[config.mk]
export PLATFORM = sky130hd
export DESIGN_NAME = arm_ik_delay
export DESIGN_NICKNAME = d
export VERILOG_FILES = /design/src/rtl/arm_ik_delay.sv
export SDC_FILE = /design/constraint.sdc
export NUM_CORES = 1
export LEC_CHECK = 0
export ABC_CLOCK_PERIOD_IN_PS = 900
export BUFFER_PORTS_ARGS = -buffer_cell sky130_fd_sc_hd__buf_2
export CORE_MARGIN = 2
export CORE_UTILIZATION = 40
export DETAILED_ROUTE_END_ITERATION = 10
export GPL_ROUTABILITY_DRIVEN = 0
export PLACE_DENSITY = 0.59
export SYNTH_ARGS = -nofsm -noshare
export SYNTH_HDL_FRONTEND = slang
export SYNTH_SLANG_ARGS = --single-unit
export TNS_END_PERCENT = 100
[constraint.sdc]
create_clock -name clock -period 0.9 [get_ports clock]
set_input_delay 0.045 -clock clock [delete_from_list [all_inputs] [get_ports clock]]
set_output_delay 0.045 -clock clock [all_outputs]
set_load 0.005 [all_outputs]
[src/rtl/arm_ik_delay.sv]
// arm_ik_delay: clock-enabled shift line that keeps side data aligned with the pipeline
// depends on nothing
`default_nettype none

module arm_ik_delay #(
   parameter int WIDTH = 8,
   parameter int DEPTH = 4
) (
   input  wire logic             clock,
   input  wire logic             ce,
   input  wire logic [WIDTH-1:0] din,
   output logic      [WIDTH-1:0] dout
);

   logic [WIDTH-1:0] tap_ff [DEPTH];

   always_ff @(posedge clock) begin
      if (ce) begin
         tap_ff[0] <= din;
      end
   end

   for (genvar k = 1; k < DEPTH; k++) begin : g_tap
      always_ff @(posedge clock) begin
         if (ce) begin
            tap_ff[k] <= tap_ff[k-1];
         end
      end
   end

   assign dout = tap_ff[DEPTH-1];

endmodule

`default_nettype wire

==> results.sh <==
export IMPL_post_cts_setup_buffers=0
export IMPL_yosys_area_top_type="edfxtp_1"
export IMPL_setup_slack_ns=0.04438
export IMPL_ir_drop_mv=1.103
export IMPL_multi_input_area_sq_um=0
export IMPL_antenna_found_initial=0
export IMPL_drt_iter0_drc=16
export IMPL_worst_path_buf_inv=1
export IMPL_synth_seq_cells=32
export IMPL_dp_slack_ns=0.2390
export IMPL_grt_pass1_vias=374
export IMPL_drcViolationCount=0
export IMPL_cp_slowest_cell="edfxtp_1"
export IMPL_path_clk_slew_ns=0.09
export IMPL_regMostFlops="tap_ff"
export IMPL_port_buffers=17
export IMPL_yosysSeqAreaShare_pct=100.0
export IMPL_placementRows=17
export IMPL_start_util_pct=43.03
export IMPL_path_max_fanout=1
export IMPL_rsz0062_at_grt="yes"
export IMPL_slew_violations=0
export IMPL_critical_path_top_delay_family="flip-flops"
export IMPL_dieArea_sq_um=2811
export IMPL_clkSinkCount=32
export IMPL_grt_overflow=0
export IMPL_status="completed"
export IMPL_grt_max_degree=33
export IMPL_grt_usage_pct=8.610
export IMPL_ctsResizeCount=0
export IMPL_maxCapViolCount=0
export IMPL_synth_cells=32
export IMPL_synth_area_leaders="edfxtp_1 100%"
export IMPL_dr_pass1_iters=4
export IMPL_critPathRequiredTime_ns=0.85
export IMPL_drive_gt1_share_pct=34.85
export IMPL_clock_path_buffers=2
export IMPL_finalHoldViolCount=0
export IMPL_drtAntennaViolNets=0
export IMPL_hp_class="input pin to flop"
export IMPL_io_pins=18
export IMPL_worstPathArrival_ns=0.81
export IMPL_largest_reg_flops=32
export IMPL_vias_per_cell=4.309
export IMPL_die_w_microns=53.02
export IMPL_grt_pass1_wl_microns=1504
export IMPL_post_route_min_period_ns=0.8556
export IMPL_cts_made_buffers=5
export IMPL_tritoncts="yes"
export IMPL_power_leakage_nw=0.4498
export IMPL_die_h_microns=53.02
export IMPL_rrSetupSlack_ns=0.26
export IMPL_cts_root_buf="clkbuf_4"
export IMPL_synth_cell_types=1
export IMPL_place_inst=78
export IMPL_synth_top_area_share_pct=100.0
export IMPL_antenna_cells=0
export IMPL_finalPower_mw=2.590
export IMPL_nNetsFinal=75
export IMPL_timing_final_crit_share_pct=95.07
export IMPL_reg_largest_list="tap_ff (32)"
export IMPL_final_cells=94
export IMPL_final_setup_viol_count=0
export IMPL_htreeDepth=2
export IMPL_clock_skew_ns=0.005511
export IMPL_syn_num_nets=42
export IMPL_syn_to_final_growth_pct=27.99
export IMPL_via_count=405
export IMPL_crit_path_end_kind="output port"
export IMPL_final_util_pct=55.07
export IMPL_routed_wl_microns=1051
export IMPL_postPlaceCellArea_sq_um=1101
export IMPL_worst_slew_pin_slew_ns=0.1652
export IMPL_syn_cell_area_sq_um=960.9
export IMPL_p_per_area_nw_per_um2=2106
export IMPL_wl_per_cell_microns=11.18
export IMPL_num_multi_input_gates=0
export IMPL_max_freq_ghz=1.169
export IMPL_yosys_warnings=0
export IMPL_max_stage_delay_ns=0.37
export IMPL_critical_path_class="flop to output port"
export IMPL_path_cells="buf_2"
export IMPL_stdcell_area_sq_um=1230
export IMPL_clock_latency_ns=0.31
export IMPL_syn_area_per_cell_sq_um=30.03
export IMPL_start_kind="flop"
export IMPL_slew_headroom_pct=88.99
export IMPL_core_area_sq_um=2233
-- cell families (layout without fill, tap and decap cells) --
family | count (synthesis) | after routing | synth area share, %
buffers and inverters | 0 | 34 | 0
flip-flops | 32 | 32 | 100.0
-- repair_timing --
item	4_1_cts	5_1_grt
setup endpoints to repair	0	2
hold endpoints to repair	8	0
hold buffers	8	0
-- worst paths after layout --
check                                  start            to  cells past startpoint
worst max-delay path            tap_ff[3][0]       dout[0]                      1
worst min-delay path                      ce  tap_ff[0][0]                      2
worst max register to register  tap_ff[1][3]  tap_ff[2][3]                      0
worst min register to register  tap_ff[0][7]  tap_ff[1][7]                      0
-- through the flow --
stage	TNS [ns]	hold slack (ns)
finish	0	0.1685
global route	-0.006342	0.1791
CTS	0	0.1663
detailed placement	0	0.2231
global placement	0	0.2210
floorplan	0	0.1439
-- cell usage after synthesis --
| cell type | n |
|---|---|
| edfxtp_1 | 32 |
-- layout by cell type (no fill, tap or decap) --
cell type       n
buf_2          17
edfxtp_1       32
buf_12          1
dlygate4sd3_1   8
clkinv_1        1
clkbuf_4        5
clkbuf_1        2
-- cell type report --
type,count,area [sq um]
clock buffer,7,45.04
tap,28,35.03
clock inverter,1,3.754
timing repair buffer,26,185.2
fill,181,1003
sequential,32,960.9
-- report_power, final --
| part | internal, mW | switching [mW] | total, mW |
|---|---|---|---|
| logic | 0.0574 | 0.0434 | 0.101 |
| clock network | 0.300 | 0.413 | 0.713 |
| registers | 1.75 | 0.0230 | 1.78 |
| total | 2.11 | 0.480 | 2.59 |
-- metal layers --
metal  vias to the layer above  global-route usage (%)  wire length (microns)
li1                        195                       -                      -
met1                       183                   6.202                    378
met2                        24                   15.00                    538
met3                         3                   6.780                    120
met4                         0                   5.128                     14
met5                         -                       0                      0
Note: power is estimated with default switching activity, not from simulation.
