File: src/rtl/arm_ik_isqrt.sv
// arm_ik_isqrt: integer square root as a row of cells, one result bit per cell
// depends on nothing
`default_nettype none

module arm_ik_isqrt #(
   parameter int W = 62
) (
   input  wire logic           clock,
   input  wire logic           ce,
   input  wire logic [W-1:0]   radicand,
   output logic      [W/2-1:0] root
);

   localparam int N = W / 2;

   logic [W-1:0] v_ff [N];
   logic [W-1:0] r_ff [N];

   for (genvar k = 0; k < N; k++) begin : g_cell
      localparam logic [W-1:0] BIT = W'(1) << (W - 2 - 2 * k);
      logic [W-1:0] v_prev;
      logic [W-1:0] r_prev;
      logic [W:0]   trial;
      logic [W-1:0] v_in;
      logic [W-1:0] r_in;

      if (k == 0) begin : g_first
         assign v_prev = radicand;
         assign r_prev = '0;
      end else begin : g_next
         assign v_prev = v_ff[k-1];
         assign r_prev = r_ff[k-1];
      end

      always_comb begin
         trial = {1'b0, r_prev} + {1'b0, BIT};
         if ({1'b0, v_prev} >= trial) begin
            v_in = v_prev - trial[W-1:0];
            r_in = (r_prev >> 1) + BIT;
         end else begin
            v_in = v_prev;
            r_in = r_prev >> 1;
         end
      end

      always_ff @(posedge clock) begin
         if (ce) begin
            v_ff[k] <= v_in;
            r_ff[k] <= r_in;
         end
      end
   end

   assign root = r_ff[N-1][N-1:0];

endmodule

`default_nettype wire

File: config.mk
export PLATFORM = sky130hd
export DESIGN_NAME = arm_ik_isqrt
export DESIGN_NICKNAME = d
export VERILOG_FILES = /design/src/rtl/arm_ik_isqrt.sv
export SDC_FILE = /design/constraint.sdc
export NUM_CORES = 2
export LEC_CHECK = 0
export BUFFER_PORTS_ARGS = -buffer_cell sky130_fd_sc_hd__buf_2
export CORE_UTILIZATION = 41
export DETAILED_ROUTE_END_ITERATION = 8
export SLEW_MARGIN = 20
export SYNTH_ARGS = -nofsm -noshare
export SYNTH_HDL_FRONTEND = slang
export SYNTH_SLANG_ARGS = --single-unit
File: constraint.sdc
create_clock -name clock -period 3.4 [get_ports clock]
set_input_delay 0 -clock clock [delete_from_list [all_inputs] [get_ports clock]]
set_output_delay 0 -clock clock [all_outputs]
set_load 0.02 [all_outputs]
==> results.md <==
Status:
- The run finished, with violations left.
- The final reports fail on negative setup slack.

Critical path:
- The timing endpoint of the critical path is v_ff[1][668].
- STA classifies the critical path endpoint as a register.
- The maximum fanout count along the critical path is 5.
- The cell depth of the worst flop-to-flop path is 10.
- The reg-to-reg endpoint is v_ff[1][668].
- The first element of the critical path is v_ff[1][596].
- The type of origin of the critical path is a register.
- The worst reg-to-reg setup slack is -0.07 ns.
- The startpoint of the worst-slack reg-to-reg timing path is v_ff[1][596].
- The category of the critical setup timing path is register to register.
- The required time at the endpoint of the critical path is 3.96 ns.
- Data on the critical path arrives at its endpoint at 4.03 ns.

Timing:
- The clock skew is 0.06952 ns.
- Setup repair after global routing could not meet its margin everywhere.
- The pin slew with the least headroom to its limit is 1.296 ns.
- The final worst-path cycle share is 1.021.
- In the post-route analysis, the smallest setup slack over all paths is -0.07058 ns.
- Hold timing on the final database bottoms out at a slack of 0.2253 ns.
- Counting I/O delays and the setup requirement, the final critical path takes 3.471 ns.
- The hold violation total from the final report is 0.
- The final setup violation count is 10.
- Static timing analysis puts the maximum clock frequency at 288.1 MHz.
- The max-slew violation count came to 0.
- The headroom to the max-slew limit is 0.1269.

Die:
- The number of placement rows is 192.
- The die covers 277,900 um2.
- The core footprint is 273,900 um2.
- In this run the count of I/O pins placed on the die edge is 95.
- In this run the horizontal extent of the chip is 527.2 um.
- The die extent in y is 527.2 um.
- The starting density of the core is 0.4129.

Run:
- The max capacitance violation total is 0.

Clock network:
- The buffer type at the clock tree root is sky130_fd_sc_hd__clkbuf_16.
- The later pin in the worst-skew pair is clocked with a latency of 0.90 ns.
- Clock-pin slew was measured on the worst setup and hold paths at 0.07 ns.
- The CTS tree is built.
- The maximum buffer depth of the clock tree is 4.
- The number of H-tree branching levels is 5.
- Clock tree synthesis inserted a total of 268 buffers.
- The number of sinks on the clock net is 2,356.

Pwr:
- The peak supply drop is 0.4447 mV.
- The leakage component of the power is 52.59 nW.
- The power density normalized to cell area is 659.0 nW/um2.

Synthesis:
- Summing every instance area after synthesis gives 113,100 um2.
- The yosys synthesis warning count is 0.
- After synthesis, the cell types taking the most area are sky130_fd_sc_hd__edfxtp_1, sky130_fd_sc_hd__ha_1, sky130_fd_sc_hd__xnor2_1.
- The portion of synthesized cell area occupied by the leading cell type is 0.6257.
- For this run, asynchronously set or reset flops after synthesis account for 0.
- The synthesized design spends more area on one cell type than any other, namely sky130_fd_sc_hd__edfxtp_1.
- The flop and latch count out of synthesis is 2,356.
- The most common cell in the synthesized netlist is sky130_fd_sc_hd__edfxtp_1.
- Dividing the synthesized area by the synthesized cell count gives 12.57 um2.
- The synthesized design contains 2,356 enable-type register cells.
- By count the netlist is led by sky130_fd_sc_hd__edfxtp_1, sky130_fd_sc_hd__inv_1, sky130_fd_sc_hd__nand2_1.
- The count of distinct cell types in the synthesized netlist is 96.
- The number of cells produced by synthesis is 8,995.
- Synthesis produced a netlist with a net count of 9,584.
- The share of the yosys chip area belonging to registers is 0.6257.
- The most used flip-flop cell after synthesis is sky130_fd_sc_hd__edfxtp_1.

GRT:
- The first-pass GRT wire length is 445,500 um.
- The global router's overall resource usage is 0.2070.
- The number of global-route vias before repair is 74,990.
- The number of antenna violations at the first check in global routing was 12.
- Entering global routing, the biggest net connects 128 pins.
- The total overflow reported by the global router is 0.

Drt:
- The detailed-route wire length per cell is 21.09 um.
- The iteration-0 DRC count of the detailed router is 6,757.
- The via count is 76,310.
- The detail route stage leaves a number of antenna-violating nets equal to 0.
- Before antenna repair, the detailed router went through 6 iterations.
- After detailed routing, the total wire length is 297,200 um.
- The post-route DRC violation count is 0.
- In the routed layout, each cell is associated on average with a via count of 5.414.

Layout:
- In the final layout, the share of cells above drive strength 1 is 0.1845.
- The number of nets in the layout is 10,890.
- From synthesis to final layout, the design area changed by 21.75%.
- The count of cells in the finished layout, fillers not included, comes to 14,100.
- The utilization of the core after routing is 0.5027.

Place:
- The number of port buffers is 94.
- The total instance count after detailed placement is 13,420.
- Routability-driven placement finished with a final weighted congestion of 0.9285.
- Once detailed placement completed, the half-perimeter wirelength came to 223,300 um.

Min path:
- The classification of the worst-slack hold path is input pin to register.
cell usage in the layout, fill, tap and decap left out, types with 79 or more instances in the layout:
cell,count
sky130_fd_sc_hd__a21o_1,200
sky130_fd_sc_hd__a21oi_1,532
sky130_fd_sc_hd__buf_2,95
sky130_fd_sc_hd__buf_4,922
sky130_fd_sc_hd__clkbuf_16,276
sky130_fd_sc_hd__dlygate4sd3_1,127
sky130_fd_sc_hd__edfxtp_1,2356
sky130_fd_sc_hd__ha_1,483
sky130_fd_sc_hd__inv_1,651
sky130_fd_sc_hd__mux2_2,79
sky130_fd_sc_hd__nand2_1,584
sky130_fd_sc_hd__nand2b_1,111
sky130_fd_sc_hd__nand3_1,153
sky130_fd_sc_hd__nand4_1,143
sky130_fd_sc_hd__nor2_1,561
sky130_fd_sc_hd__nor3_1,212
sky130_fd_sc_hd__nor4_1,265
sky130_fd_sc_hd__o21ai_0,390
sky130_fd_sc_hd__or3_1,83
sky130_fd_sc_hd__xnor2_1,439
sky130_fd_sc_hd__xor2_1,368
routing by layer:
layer	vias to the layer above	routed length, um	track usage	part of all wire
li1	36390	-	-	-
met1	37470	131000	0.2829	0.44
met2	2031	143200	0.3469	0.48
met3	417	16630	0.02932	0.056
met4	0	6405	0.04907	0.022
met5	-	0	0	0
layout make-up:
type                       instances  area (um2)
fill                           23530      136200
sequential                      2356       70750
multi-input combinational       5806       41210
timing repair buffer            1208        9818
clock buffer                     310        6970
tap                             3589        4491
inverter                         658        2477
clock inverter                   166        1949
antenna                            2       5.005
power breakdown:
part / internal, mW / total [mW] / switching, mW
logic: 9.80 / 21.6 / 11.8
clock network: 17.6 / 29.3 / 11.7
registers: 36.8 / 39.8 / 3.00
flip-flops by register name, indices dropped and copies added, names as in the netlist:
| name | cells |
|---|---|
| v_ff | 1860 |
| r_ff | 496 |
worst max-delay path, stage by stage, from the launching register on:
cell	delay, ns
sky130_fd_sc_hd__edfxtp_1	0.39
sky130_fd_sc_hd__or3_4	0.40
sky130_fd_sc_hd__or4_4	0.43
sky130_fd_sc_hd__or4_4	0.50
sky130_fd_sc_hd__nor4_4	0.32
sky130_fd_sc_hd__nor3_2	0.08
sky130_fd_sc_hd__o41a_1	0.19
sky130_fd_sc_hd__buf_4	0.18
sky130_fd_sc_hd__or3_4	0.46
sky130_fd_sc_hd__buf_6	0.15
sky130_fd_sc_hd__xnor2_1	0.11
worst min-delay path by stage:
stage          slack, ns          from          end  depth (start not counted)
2_1_floorplan        0.1   radicand[0]   v_ff[0][0]                          0
3_3_place_gp        0.19   radicand[5]   v_ff[0][5]                          1
3_5_place_dp        0.19   radicand[9]   v_ff[0][9]                          1
4_1_cts             0.11  radicand[16]  r_ff[0][60]                          5
5_1_grt             0.22  radicand[57]  r_ff[0][60]                          5
6_report            0.23   radicand[9]  r_ff[0][60]                          5
logic make-up after synthesis:
logic type      synth area share
fa+ha+maj                0.05809
xor+xnor                 0.06328
buf+inv                  0.02785
simple gates              0.1226
mux                     0.009107
flops                     0.6257
compound gates           0.09337
through the flow:
stage          power, mW  instance area (um2)  setup TNS [ns]  setup WS (ns)
6_report           90.72               137700         -0.3337       -0.07058
5_1_grt            94.84               137700          -2.688        -0.1482
4_1_cts            90.58               135600        -0.02826       -0.01856
3_5_place_dp       60.72               124800          -29.43        -0.4769
3_3_place_gp       60.42               124800          -21.17        -0.4149
2_1_floorplan      51.60               113100               0        0.03508
timing repair:
action / in CTS / in global routing
resized for setup: 100 / 328
endpoints found under the hold margin: 177 / 0
cloned: 0 / 7
buffers inserted: 13 / 57
pin swaps: 23 / 96
hold buffers: 127 / 0
endpoints found under the setup margin: 273 / 479
Power figures use the tool's default switching activity.
